## config.mk

```make
export PLATFORM = sky130hd
export DESIGN_NAME = hsa_mix
export DESIGN_NICKNAME = d
export VERILOG_FILES = /design/src/rtl/hsa_pkg.sv /design/src/rtl/hsa_mix.sv
export SDC_FILE = /design/constraint.sdc
export NUM_CORES = 2
export LEC_CHECK = 0
export CAP_MARGIN = 10
export CORE_UTILIZATION = 35
export CTS_CLUSTER_SIZE = 30
export DETAILED_ROUTE_END_ITERATION = 8
export DONT_BUFFER_PORTS = 1
export PLACE_DENSITY_LB_ADDON = 0.12
export REMOVE_ABC_BUFFERS = 1
export SYNTH_ARGS = -nofsm -noshare
export SYNTH_HDL_FRONTEND = slang
export SYNTH_SLANG_ARGS = --single-unit
```

## constraint.sdc

```tcl
create_clock -name clk -period 8.9 [get_ports clk]
set_input_delay 0.89 -clock clk [delete_from_list [all_inputs] [get_ports clk]]
set_output_delay 0.89 -clock clk [all_outputs]
set_load 0.01 [all_outputs]
```

## src/rtl/hsa_pkg.sv

```systemverilog
// ----------------------------------------------------------------------------
// HSL saturation adjust package
// Shared constants, the sideband record and the output clamp.
// ----------------------------------------------------------------------------
package hsa_pkg;

  localparam int CH_W      = 8;
  localparam int SUM_W     = 9;
  localparam int STEP_W    = 9;
  localparam int SAT_W     = 17;
  localparam int ALPHA_W   = 24;
  localparam int ADIV_W    = 25;
  localparam int ADDR_W    = 3;
  localparam int DATA_W    = 32;

  localparam logic ADDR_STEP = 1'b0;

  localparam logic [SAT_W-1:0] Q16_ONE = 17'h10000;

  typedef struct packed {
    logic [CH_W-1:0]  red;
    logic [CH_W-1:0]  green;
    logic [CH_W-1:0]  blue;
    logic             frame_end;
    logic             gray;
    logic [SUM_W-1:0] sum;
  } side_t;

  localparam int SIDE_W = $bits(side_t);

  function automatic logic [CH_W-1:0] clamp8(input logic signed [19:0] v);
    logic [CH_W-1:0] res;
    if (v < 0) begin
      res = '0;
    end else if (v > 20'sd255) begin
      res = 8'd255;
    end else begin
      res = v[CH_W-1:0];
    end
    return res;
  endfunction

endpackage

```

## src/rtl/hsa_mix.sv

```systemverilog
// ----------------------------------------------------------------------------
// Channel mixer
// Forms alpha, multiplies each channel offset, truncates and clamps.
// ----------------------------------------------------------------------------
module hsa_mix (
  input  logic                         clk,
  input  logic                         rst,
  input  logic                         en,
  input  logic                         valid_in,
  input  logic [hsa_pkg::ADIV_W-1:0]   quot,
  input  logic signed [hsa_pkg::STEP_W-1:0] step,
  input  hsa_pkg::side_t               side_in,
  output logic                         valid_out,
  output logic [hsa_pkg::CH_W-1:0]     red,
  output logic [hsa_pkg::CH_W-1:0]     green,
  output logic [hsa_pkg::CH_W-1:0]     blue,
  output logic                         frame_end
);
  import hsa_pkg::*;

  logic               va;
  logic [ALPHA_W-1:0] alpha;
  side_t              sa;
  logic [ADIV_W-1:0]  asub;

  assign asub = quot - ADIV_W'(Q16_ONE);

  always_ff @(posedge clk) begin
    if (rst) begin
      va <= 1'b0;
    end else if (en) begin
      va <= valid_in;
    end
    if (en) begin
      alpha <= asub[ALPHA_W-1:0];
      sa    <= side_in;
    end
  end

  logic [CH_W-1:0]   ch [0:2];
  logic signed [35:0] pos_c [0:2];
  logic signed [23:0] neg_c [0:2];
  logic signed [9:0]  f;

  assign ch[0] = sa.red;
  assign ch[1] = sa.green;
  assign ch[2] = sa.blue;
  assign f = $signed({step[STEP_W-1], step}) + 10'sd256;

  for (genvar k = 0; k < 3; k++) begin : g_prod
    logic signed [10:0] d2;
    assign d2 = $signed({2'b00, ch[k], 1'b0}) - $signed({2'b00, sa.sum});
    assign pos_c[k] = $signed({11'b0, ch[k], 17'b0})
                    + 36'(d2) * $signed({12'b0, alpha});
    assign neg_c[k] = $signed({7'b0, sa.sum, 8'b0}) + 24'(d2) * 24'(f);
  end

  logic               vp;
  logic               neg;
  side_t              sp;
  logic signed [35:0] pos_r [0:2];
  logic signed [23:0] neg_r [0:2];

  always_ff @(posedge clk) begin
    if (rst) begin
      vp <= 1'b0;
    end else if (en) begin
      vp <= va;
    end
    if (en) begin
      neg <= step[STEP_W-1];
      sp  <= sa;
      for (int k = 0; k < 3; k++) begin
        pos_r[k] <= pos_c[k];
        neg_r[k] <= neg_c[k];
      end
    end
  end

  logic [CH_W-1:0] res [0:2];
  logic [CH_W-1:0] pch [0:2];

  assign pch[0] = sp.red;
  assign pch[1] = sp.green;
  assign pch[2] = sp.blue;

  for (genvar k = 0; k < 3; k++) begin : g_out
    logic signed [35:0] pt;
    logic signed [23:0] nt;
    always_comb begin
      pt = pos_r[k] < 0 ? (pos_r[k] + 36'sd131071) >>> 17 : pos_r[k] >>> 17;
      nt = neg_r[k] < 0 ? (neg_r[k] + 24'sd511) >>> 9 : neg_r[k] >>> 9;
      if (sp.gray) begin
        res[k] = pch[k];
      end else if (neg) begin
        res[k] = clamp8(20'(nt));
      end else begin
        res[k] = clamp8(pt[19:0]);
      end
    end
  end

  always_ff @(posedge clk) begin
    if (rst) begin
      valid_out <= 1'b0;
    end else if (en) begin
      valid_out <= vp;
    end
    if (en) begin
      red       <= res[0];
      green     <= res[1];
      blue      <= res[2];
      frame_end <= sp.frame_end;
    end
  end

endmodule

```

==> flow_summary.json <==
{
  "status": "complete, no violations",
  "drv_slew": 0,
  "required_ns": 9.25,
  "ctsResizeCount": 0,
  "drive_above_1_share": 0.04852,
  "grt_max_degree": 282,
  "crit_fanout": 12,
  "use_met1": 0.2842,
  "final_common_cell": "inv_1",
  "dieArea_um2": 138200,
  "cts_setup_buffers": 0,
  "insertedDiodeCount": 0,
  "synthFlopType": "edfxtp_1",
  "placementRows": 135,
  "yosys.area_share.simple": 0.1513,
  "synth_edf_count": 278,
  "port_buffers": 0,
  "synth-xor-area-share": 0.03313,
  "drv_cap": 0,
  "finalNetCount": 6211,
  "ys_ff_latch": 281,
  "wl_per_cell_um": 21.04,
  "drtPass1Iterations": 7,
  "hpwlAfterDp_mm": 109.9,
  "gp_congestion": 0.8508,
  "finalCriticalPeriod_ns": 8.433,
  "grt-busiest-layer": "met2",
  "drt-initial-drc-count": 1755,
  "via_count": 33720,
  "die_y_um": 371.7,
  "numCtsBuffers": 41,
  "initial_core_util": 0.3532,
  "grt_pass1_wl_mm": 215.9,
  "tightestPinTransition_ns": 1.114,
  "cts_tree": "yes",
  "fill_cells": 13660,
  "clock.fmax_mhz": 118.6,
  "min-delay-path-class": "in2reg",
  "fin_worst_skew_ns": 0.03784,
  "ys_seq_area_frac": 0.1757,
  "syn_area_um2": 47850,
  "placed_area_um2": 50270,
  "criticalPathCategory": "reg2reg",
  "areaGrowthSynthToFinish_pct": 7.874,
  "multi_input_area_um2": 35070,
  "post_synth_fa_ha_maj_area_fraction": 0.4714,
  "seqCellArea_um2": 8408,
  "layout_common_cells": "966 x inv_1, 827 x fa_1, 478 x ha_1",
  "grt_overflow": 0,
  "drc": 0,
  "hold_buffers": 0,
  "grtUsageMet3": 0.02921,
  "synthMuxAreaShare": 0.002327,
  "synth_top_family_by_area": "adder cells",
  "core_area_um2": 135500,
  "timing.slew.headroom": 0.2572,
  "cts_root_buf": "clkbuf_16",
  "clk_pin_slew_ns": 0.06,
  "io_pins": 99,
  "synth.distinct_cells": 83,
  "cts_buffer_depth": 3,
  "design_area_um2": 51610,
  "setup_viol": 0,
  "synth_area_per_cell_um2": 9.763,
  "final_hold_viol_count": 0,
  "avgViaCountPerCell": 5.075,
  "worst_setup_path_start_kind": "flip-flop",
  "worstSkewPairLatency_ns": 0.62,
  "use_met2": 0.3439,
  "async_flop_share": 0,
  "post-route-period-util": 0.9475,
  "htreeDepth": 2,
  "rsz0062_at_grt": "no",
  "routed_wl_mm": 139.8,
  "crit_arrival_ns": 8.78,
  "synth-compound-area-share": 0.07233,
  "synth_cells": 4901,
  "detail-route-antenna-nets": 0,
  "grt_pass1_vias": 35300,
  "setup_tns_ns": 0,
  "grt_antenna_before_repair": 11,
  "synth-warning-count": 0,
  "crit_path_end_kind": "flip-flop",
  "die_w_um": 371.7,
  "clock_sinks": 281,
  "grt_usage": 0.2076
}
[worst max-delay path: stages (launching register included)]
cell and delay [ns]:
edfxtp_1 0.65, fa_1 0.58, nor2b_1 0.14, o21ai_1 0.09
a21boi_1 0.28, o21ai_1 0.13, a21boi_1 0.29, o21a_1 0.19
or3_1 0.46, nand3_1 0.18, fa_1 0.52, fa_1 0.51
inv_1 0.05, fa_1 0.45, fa_1 0.49, inv_1 0.05
fa_1 0.48, inv_1 0.04, ha_1 0.23, a2111oi_2 0.35
o21ai_1 0.18, a41o_1 0.29, a32oi_1 0.45, o21ai_1 0.26
a2111oi_0 0.53, nor3_1 0.13, xor2_1 0.16
[routing by layer]
layer,vias to the layer above,share of wire
met5,-,0.00036
met4,8,0.025
met3,169,0.047
met2,700,0.47
met1,17300,0.46
li1,15550,-
[final cells by class]
| type | count | area share |
|---|---|---|
| Clock inverter | 30 | 0.005939 |
| Clock buffer | 45 | 0.02017 |
| Sequential cell | 281 | 0.1629 |
| Inverter | 966 | 0.07025 |
| Multi-Input combinational cell | 3426 | 0.6795 |
| Timing Repair Buffer | 116 | 0.01808 |
| Tap cell | 1781 | 0.04317 |
[synthesized netlist by cell type, types with 5 or more instances]
master,count,share of area
nand2b_1,89,0.012
a211o_1,6,0.0011
nand3_1,107,0.011
a21o_1,50,0.0078
a221o_1,14,0.0029
a2111oi_0,6,0.0011
or2_2,9,0.0012
nor4_1,18,0.0024
a31o_2,8,0.0015
nand2_1,461,0.036
a211oi_1,24,0.0038
a31oi_1,10,0.0013
nor3b_1,7,0.0011
or4_1,5,0.00078
edfxtp_1,278,0.17
a21oi_1,144,0.015
mux2i_1,10,0.0021
o21ai_0,80,0.0084
and3_1,187,0.024
o211ai_1,11,0.0017
xor2_1,52,0.0095
nor3_1,95,0.0099
and2_1,175,0.023
nand4_1,22,0.0029
o31ai_1,10,0.0016
and4_1,13,0.0024
o2111ai_1,5,0.00092
o21bai_1,21,0.0033
ha_1,478,0.12
and3b_1,6,0.0011
o21ai_1,19,0.0020
xnor2_1,129,0.024
a21boi_1,9,0.0014
or3_1,34,0.0044
nor2_1,122,0.0096
o311ai_1,5,0.00092
clkbuf_1,222,0.017
inv_1,966,0.076
o21a_1,23,0.0036
fa_1,828,0.35
nor2b_1,58,0.0076
a222oi_1,6,0.0013
[metrics by stage]
step | hold WS, ns | worst slack (ns) | util | std cells
6_report | 0.3485 | 0.4673 | 0.3810 | 6645
5_1_grt | 0.3108 | 0.03029 | 0.3810 | 6645
4_1_cts | 0.2937 | 0.4839 | 0.3810 | 6645
3_5_place_dp | 0.4054 | 0.5120 | 0.3711 | 6570
3_3_place_gp | 0.4011 | 0.5628 | 0.3711 | 6570
2_1_floorplan | 0.4003 | 0.6685 | - | 4673
[worst paths after layout]
kind,from,to,slack (ns),depth (start not counted)
setup / recovery,sa[0],pos_r[0][97],0.47,26
hold / removal,rst,valid_out,0.35,1
setup reg to reg,sa[0],pos_r[0][97],0.47,26
hold reg to reg,sa[9],sp[9],0.41,0
[sequential cells by signal (all words and copies together) (netlist names), 2 cells and up]
signal  cells
pos_r     106
red         8
sp          2
ch         24
green       8
pch        24
neg_r      61
blue        8
sa         11
alpha      24
[cell families after synthesis]
group | Yosys count
AND/OR/NAND/NOR | 1417
multiplexers | 11
XOR/XNOR | 181
adder cells (fa/ha/maj) | 1306
buffers and inverters | 1194
flip-flops | 281
AO/OA/AOI/OAI | 511
Power is not shown: default switching activity piles up to over one toggle a cycle in this logic, so the estimate is an artifact.
