**src/rtl/hsa_div.sv**
```systemverilog
// ----------------------------------------------------------------------------
// Pipelined restoring divider
// One quotient bit per stage, MSB first, with a sideband carried alongside.
// ----------------------------------------------------------------------------
module hsa_div #(
  parameter int DW = 9,
  parameter int QW = 17,
  parameter int SW = 8
) (
  input  logic          clk,
  input  logic          rst,
  input  logic          en,
  input  logic          valid_in,
  input  logic [DW:0]   rem_in,
  input  logic [DW-1:0] divisor,
  input  logic [SW-1:0] side_in,
  output logic          valid_out,
  output logic [QW-1:0] quotient,
  output logic [SW-1:0] side_out
);

  logic          v  [0:QW];
  logic [DW:0]   r  [0:QW];
  logic [DW-1:0] d  [0:QW];
  logic [QW-1:0] q  [0:QW];
  logic [SW-1:0] sd [0:QW];

  assign v[0]  = valid_in;
  assign r[0]  = rem_in;
  assign d[0]  = divisor;
  assign q[0]  = '0;
  assign sd[0] = side_in;

  for (genvar i = 0; i < QW; i++) begin : g_stage
    logic          ge;
    logic [DW:0]   sub;
    logic [DW-1:0] rn;
    logic [QW-1:0] qn;

    always_comb begin
      ge  = r[i] >= {1'b0, d[i]};
      sub = r[i] - {1'b0, d[i]};
      rn  = ge ? sub[DW-1:0] : r[i][DW-1:0];
      qn  = q[i];
      qn[QW-1-i] = ge;
    end

    always_ff @(posedge clk) begin
      if (rst) begin
        v[i+1] <= 1'b0;
      end else if (en) begin
        v[i+1] <= v[i];
      end
      if (en) begin
        r[i+1]  <= {rn, 1'b0};
        d[i+1]  <= d[i];
        q[i+1]  <= qn;
        sd[i+1] <= sd[i];
      end
    end
  end

  assign valid_out = v[QW];
  assign quotient  = q[QW];
  assign side_out  = sd[QW];

endmodule

```
**config.mk**
```make
export PLATFORM = sky130hd
export DESIGN_NAME = hsa_div
export DESIGN_NICKNAME = d
export VERILOG_FILES = /design/src/rtl/hsa_div.sv
export SDC_FILE = /design/constraint.sdc
export NUM_CORES = 1
export LEC_CHECK = 0
export ABC_CLOCK_PERIOD_IN_PS = 5100
export BUFFER_PORTS_ARGS = -buffer_cell sky130_fd_sc_hd__buf_2
export CAP_MARGIN = 20
export CORE_UTILIZATION = 35
export CTS_BUF_LIST = sky130_fd_sc_hd__clkbuf_4 sky130_fd_sc_hd__clkbuf_8
export CTS_CLUSTER_SIZE = 10
export DETAILED_ROUTE_END_ITERATION = 6
export GPL_TIMING_DRIVEN = 0
export HOLD_SLACK_MARGIN = 0.08
export PLACE_DENSITY = 0.5
export SYNTH_ARGS = -nofsm -noshare
export SYNTH_HDL_FRONTEND = slang
export SYNTH_SLANG_ARGS = --single-unit
export TNS_END_PERCENT = 20
```
**constraint.sdc**
```tcl
create_clock -name clk -period 5.1 [get_ports clk]
set_input_delay 1.53 -clock clk [delete_from_list [all_inputs] [get_ports clk]]
set_output_delay 1.53 -clock clk [all_outputs]
set_load 0.01 [all_outputs]
```
==> flow_summary.json, run 1 <==
{
  "final_util": 0.4034,
  "clockBufferDepth": 3,
  "slew-limit-headroom": 0.4357,
  "netSwitchingPower_mw": 5.181,
  "clk_pin_slew_ns": 0.06,
  "ys_warn_count": 0,
  "cts_resized": 0,
  "die_x_um": 277.6,
  "ios": 57,
  "first_iter_violations": 753,
  "globalplace.congestion": 0.7865,
  "grt_pass1_vias": 15067,
  "clock_skew_ns": 0.02192,
  "routed_wl_um": 44340,
  "die_area_mm2": 0.07709,
  "leakage_nw": 11.67,
  "die_h_um": 277.6,
  "ir_drop_uv": 170.7,
  "holdWs_ns": 0.4129,
  "clockRootBuffer": "clkbuf_8",
  "yosysSeqAreaShare": 0.6643,
  "p_seq_frac": 0.422,
  "rsz0062_at_grt": "false",
  "row_count": 100,
  "synth_area_leaders": "edfxtp_1, ha_1, mux2_2",
  "drc": 0,
  "avgSynthCellArea_um2": 14.45,
  "cp.arrival_ns": 3.86,
  "cell_internal_pwr_mw": 11.52,
  "grt_start_max_net_pins": 127,
  "synthArstFlopShare": 0,
  "postCtsHoldBufs": 0,
  "finalMaxSlewViolations": 0,
  "worstHoldPathType": "register to register",
  "grt_usage": 0.1150,
  "clock-sinks": 594,
  "nNetsFinal": 2205,
  "num_vias": 14517,
  "cts_tree": "done",
  "coreArea_mm2": 0.07482,
  "wire_per_inst_um": 14.54,
  "grt_antenna_before_repair": 1,
  "cts_setup_buffers": 0,
  "powerDensity_mw_per_mm2": 553.4,
  "final_hold_viol_count": 0,
  "pwr-share-clk": 0.250,
  "start_util": 0.3554,
  "setup_viol": 0,
  "yosysTopAreaCell": "edfxtp_1",
  "crit_required_ns": 5.51,
  "h-tree-depth": 3,
  "crit_path_end_kind": "register",
  "min_period_over_period": 0.6777,
  "synth_edf_count": 577,
  "clock_latency_ns": 0.67,
  "postSynthCellCount": 1840,
  "tightest_slew_ns": 0.8465,
  "portBuffers": 55,
  "grt_pass1_wl_um": 73080,
  "syn_nets": 2039,
  "ys_seq_elements": 594,
  "max_freq_mhz": 289.3,
  "syn_area_mm2": 0.02659,
  "synth_ff_type": "edfxtp_1",
  "area_growth_syn_to_layout_pct": 13.50,
  "startpoint_type": "primary input",
  "critical_path_class": "primary input to register",
  "yosysUniqueCellTypes": 60,
  "synth_top_area_share": 0.6515,
  "cts_buffers": 105,
  "viasPerCell": 4.761,
  "ant_nets": 0,
  "firstDrtPassIters": 7,
  "outcome": "complete, no violations",
  "swShare": 0.3102,
  "cp_max_fo": 9,
  "layout_min_cycle_time_ns": 3.456,
  "drive_above_1_share": 0.1612,
  "pwr-share-comb": 0.328,
  "dp_hpwl_um": 28960,
  "total_power_mw": 16.70,
  "cap_violations": 0,
  "grt-ovfl-total": 0
}
-- power groups by stage --
| stage | clock network, mW | logic (mW) | registers (mW) |
|---|---|---|---|
| global placement | 0 | 5.26 | 7.22 |
| floorplan | 0 | 4.30 | 7.00 |
| detailed placement | 0 | 5.44 | 7.15 |
| CTS | 4.40 | 5.48 | 7.06 |
| finish | 4.18 | 5.47 | 7.05 |
| global route | 4.59 | 6.10 | 7.14 |
-- cells by family (layout without fill, tap and decap cells) --
family	Yosys count	after routing	synth area share
compound gates	328	328	0.08474
simple gates	348	348	0.06549
fa+ha+maj	168	168	0.08356
xor+xnor	82	82	0.02701
other cells	0	2	0
buf+inv	218	456	0.03303
mux	102	102	0.04183
flops	594	594	0.6643
-- registers in the layout, indices dropped and copies added (netlist names) --
| name | count |
|---|---|
| side_out | 8 |
| v | 16 |
| quotient | 17 |
| g_stage.qn | 136 |
| d | 144 |
| r | 144 |
| sd | 128 |
| valid_out | 1 |
-- per-stage QoR --
stage	cells	setup slack, ns	setup TNS [ns]	area [µm²]
2_1_floorplan	1840	1.442	0	26590
3_3_place_gp	2864	-6.842	-3779.66	28080
3_5_place_dp	2868	0.9989	0	28200
4_1_cts	3047	1.753	0	30180
5_1_grt	3049	1.560	0	30180
6_report	3049	1.644	0	30180
-- cell usage after synthesis (all sizes together), types with 4 or more instances --
library cell,number
edfxtp,577
inv,195
ha,152
nor2,100
o21ai,94
nand2,76
mux2,73
a21oi,58
xnor2,52
o21a,49
nor2b,36
xor2,30
mux2i,29
nand3,25
nand2b,23
buf,21
and3,20
nor4,18
dfxtp,17
o22ai,17
fa,16
o31a,15
o31ai,14
or3,12
a21o,10
a211oi,9
a31oi,9
a211o,8
a22o,7
a41o,7
nor3,7
and2b,6
o211ai,6
a21boi,5
nor4b,5
a2bb2oi,4
a41oi,4
and2,4
nand4,4
o2bb2ai,4
or2,4
or4,4
-- metal layers --
layer	global-route usage	routed length (µm)	up-vias
li1	-	-	7168
met1	0.1290	18620	6979
met2	0.2009	21980	240
met3	0.02906	1787	130
met4	0.06035	1948	0
met5	0	0	-
-- final cells by class --
| class | count | area (µm²) |
|---|---|---|
| sequential | 594 | 17670 |
| clock inverter | 30 | 170.2 |
| clock buffer | 149 | 1807 |
| multi-input combinational | 1028 | 8048 |
| inverter | 195 | 732.0 |
| buffer | 23 | 146.4 |
| timing repair buffer | 59 | 395.4 |
| tap | 969 | 1212 |
| fill | 6954 | 44640 |
| antenna | 2 | 5.005 |
-- path summary, 6_finish.rpt --
path	startpoint	slack [ns]	depth (start not counted)	endpoint
hold reg to reg	g_stage[9].qn[10]$_DFFE_PP_	0.41	0	g_stage[10].qn[10]$_DFFE_PP_
setup / recovery	rem_in[0]	1.64	12	r[162]$_DFFE_PP_
hold / removal	g_stage[9].qn[10]$_DFFE_PP_	0.41	0	g_stage[10].qn[10]$_DFFE_PP_
setup reg to reg	r[51]$_SDFFCE_PN0P_	2.36	8	r[43]$_DFFE_PP_
-- worst max-delay path, stage by stage --
cell	delay, ns
buf_2	0.10
inv_1	0.08
ha_1	0.16
inv_1	0.05
fa_1	0.42
a211oi_1	0.23
o21bai_1	0.12
a21oi_1	0.35
nor2_1	0.08
o32a_1	0.17
buf_2	0.20
mux2_2	0.36
-- layout by cell type (no fill, tap or decap), drive strengths merged, types with 5 or more instances in the layout --
| cell type | netlist | layout |
|---|---|---|
| nor2b | 36 | 36 |
| nor4 | 18 | 18 |
| a22o | 7 | 7 |
| nor3 | 7 | 7 |
| o22ai | 17 | 17 |
| buf | 21 | 80 |
| clkinv | 0 | 26 |
| nand3 | 25 | 25 |
| a21o | 10 | 10 |
| o211ai | 6 | 6 |
| mux2i | 29 | 29 |
| ha | 152 | 152 |
| nor4b | 5 | 5 |
| o21a | 49 | 49 |
| a21oi | 58 | 58 |
| edfxtp | 577 | 577 |
| nor2 | 100 | 100 |
| dfxtp | 17 | 17 |
| o31ai | 14 | 14 |
| or3 | 12 | 12 |
| xor2 | 30 | 30 |
| nand2b | 23 | 23 |
| xnor2 | 52 | 52 |
| and2b | 6 | 6 |
| inv | 195 | 196 |
| a31oi | 9 | 9 |
| a211oi | 9 | 9 |
| o31a | 15 | 15 |
| o21ai | 94 | 94 |
| clkbuf | 2 | 151 |
| nand2 | 76 | 76 |
| and3 | 20 | 20 |
| a41o | 7 | 7 |
| a211o | 8 | 8 |
| a21boi | 5 | 5 |
| mux2 | 73 | 73 |
| fa | 16 | 16 |
Note: power is estimated with default switching activity, not from simulation.
==> run 2: changes to the inputs <==
Settings changed: ABC_CLOCK_PERIOD_IN_PS 5100 to 3000, PLACE_DENSITY 0.5 to 0.51.
Clock period 5.1 ns to 3 ns, I/O delays scaled along.
==> flow_summary.json, run 2 (synthesis results as in run 1) <==
{
  "die_h_um": 277.6,
  "cp_num_buf_inv": 0,
  "clock_latency_ns": 0.68,
  "cts_resized": 0,
  "nFillCells": 6970,
  "cts_tree": "done",
  "cp_cell_sequence": "fa_1, nor2b_1, o31a_1, o21ai_1, and2b_1, a41oi_4, mux2_2",
  "cts_buffers": 106,
  "outcome": "complete, no violations",
  "tightest_slew_ns": 0.6848,
  "cap_violations": 0,
  "clock-sinks": 594,
  "crit_required_ns": 3.42,
  "nNetsFinal": 2207,
  "regArea_mm2": 0.01767,
  "finalMaxSlewViolations": 0,
  "min_period_over_period": 0.9174,
  "num_vias": 14509,
  "min-delay-start": "side_in[3]",
  "globalplace.congestion": 0.8184,
  "layout_min_cycle_time_ns": 2.752,
  "row_count": 100,
  "cpLargestDelayFamily": "compound AO/OA/AOI/OAI gates",
  "start_util": 0.3554,
  "die_x_um": 277.6,
  "startpoint_type": "register",
  "place_area_mm2": 0.02823,
  "area_growth_syn_to_layout_pct": 13.88,
  "cp-startpoint": "d[126]$_DFFE_PP_",
  "die_area_mm2": 0.07709,
  "clk_pin_slew_ns": 0.06,
  "whs_path_depth": 1,
  "slowest_delay_ns": 0.50,
  "cp_max_fo": 10,
  "ant_nets": 0,
  "slew-limit-headroom": 0.5435,
  "clock_skew_ns": 0.03030,
  "slowest_stage": "edfxtp_1",
  "first_iter_violations": 713,
  "reg2regPathDepth": 7,
  "clockBufferDepth": 3,
  "worstHoldPathType": "primary input to register",
  "dp_hpwl_um": 28410,
  "postCtsHoldBufs": 0,
  "portBuffers": 55,
  "viasPerCell": 4.738,
  "grt_usage": 0.1131,
  "drive_above_1_share": 0.1607,
  "clockRootBuffer": "clkbuf_8",
  "final_cell_mix": "edfxtp_1, inv_1, ha_1, clkbuf_8, nor2_1",
  "wire_per_inst_um": 14.24,
  "grt_pass1_wl_um": 71960,
  "h-tree-depth": 3,
  "multi_input_comb_area_mm2": 0.008051,
  "cp.depth": 7,
  "final_hold_viol_count": 0,
  "crit_path_end_kind": "register",
  "critical_path_class": "register to register",
  "grt_antenna_before_repair": 1,
  "grt_pass1_vias": 14981,
  "ir_drop_uv": 458.3,
  "firstDrtPassIters": 5,
  "r2r-start": "d[126]$_DFFE_PP_",
  "grt-ovfl-total": 0,
  "cp.arrival_ns": 3.17,
  "rsz0062_at_grt": "false",
  "grt_start_max_net_pins": 130,
  "final_common_cell": "edfxtp_1",
  "max_freq_mhz": 363.3,
  "leakage_nw": 11.69,
  "dp_slack_ns": -0.3289,
  "coreArea_mm2": 0.07482,
  "cts_setup_buffers": 0,
  "drc": 0,
  "routed_wl_um": 43610,
  "powerDensity_mw_per_mm2": 942.3,
  "ios": 57,
  "fin_area_mm2": 0.03028,
  "fin_ws_ns": 0.2477,
  "setup_viol": 0
}
run 2: changes by cell type in the layout (fill, tap and decap cells not counted):
cell        delta
a21oi_1        -1
inv_6          +1
clkinv_1      +13
clkinv_2       -2
clkbuf_4       -5
a21oi_2        +1
buf_16         +1
bufinv_16      +1
clkinvlp_4     +4
run 2: metrics by stage:
step | std cells | power [mW] | TNS [ns] | hold WS, ns | utilization
floorplan | 1840 | 19.21 | 0 | 0.4003 | -
global placement | 2864 | 21.26 | -4667.92 | 0.4012 | 0.3754
detailed placement | 2869 | 21.44 | -27.24 | 0.4045 | 0.3773
CTS | 3060 | 29.01 | 0 | 0.2946 | 0.4047
global route | 3062 | 30.52 | 0 | 0.3136 | 0.4047
finish | 3062 | 28.54 | 0 | 0.3941 | 0.4047
run 2: path summary, 6_finish.rpt:
path | end | slack (ns)
max | r[138]$_DFFE_PP_ | 0.25
min | sd[131]$_DFFE_PP_ | 0.39
max reg2reg | r[138]$_DFFE_PP_ | 0.25
min reg2reg | sd[67]$_DFFE_PP_ | 0.41
run 2: power breakdown:
group / switching, mW / total, mW / internal, mW / leakage [nW]
sequential: 0.667 / 12.0 / 11.3 / 5.79
clock: 3.27 / 7.25 / 3.98 / 1.07
combinational: 4.96 / 9.30 / 4.34 / 4.83
run 2: worst reg2reg max path, cell delays in order (launching register included):
cell and delay [ns]:
edfxtp_1 0.50, fa_1 0.47, nor2b_1 0.17, o31a_1 0.18, o21ai_1 0.09, and2b_1 0.24
a41oi_4 0.42, mux2_2 0.41
run 2: layer usage:
layer,vias up,share of wire,GRT usage
met5,-,0,0
met2,227,0.49,0.1954
met3,120,0.041,0.02906
met4,0,0.037,0.05213
met1,6964,0.43,0.1312
li1,7198,-,-
run 2: layout make-up:
type / count / area share
timing repair buffer: 60 / 0.01396
buffer: 23 / 0.004834
clock buffer: 144 / 0.05842
clock inverter: 47 / 0.009172
sequential: 594 / 0.5834
tap: 969 / 0.04003
inverter: 195 / 0.02417
antenna: 2 / 0.0001653
multi-input combinational: 1028 / 0.2659
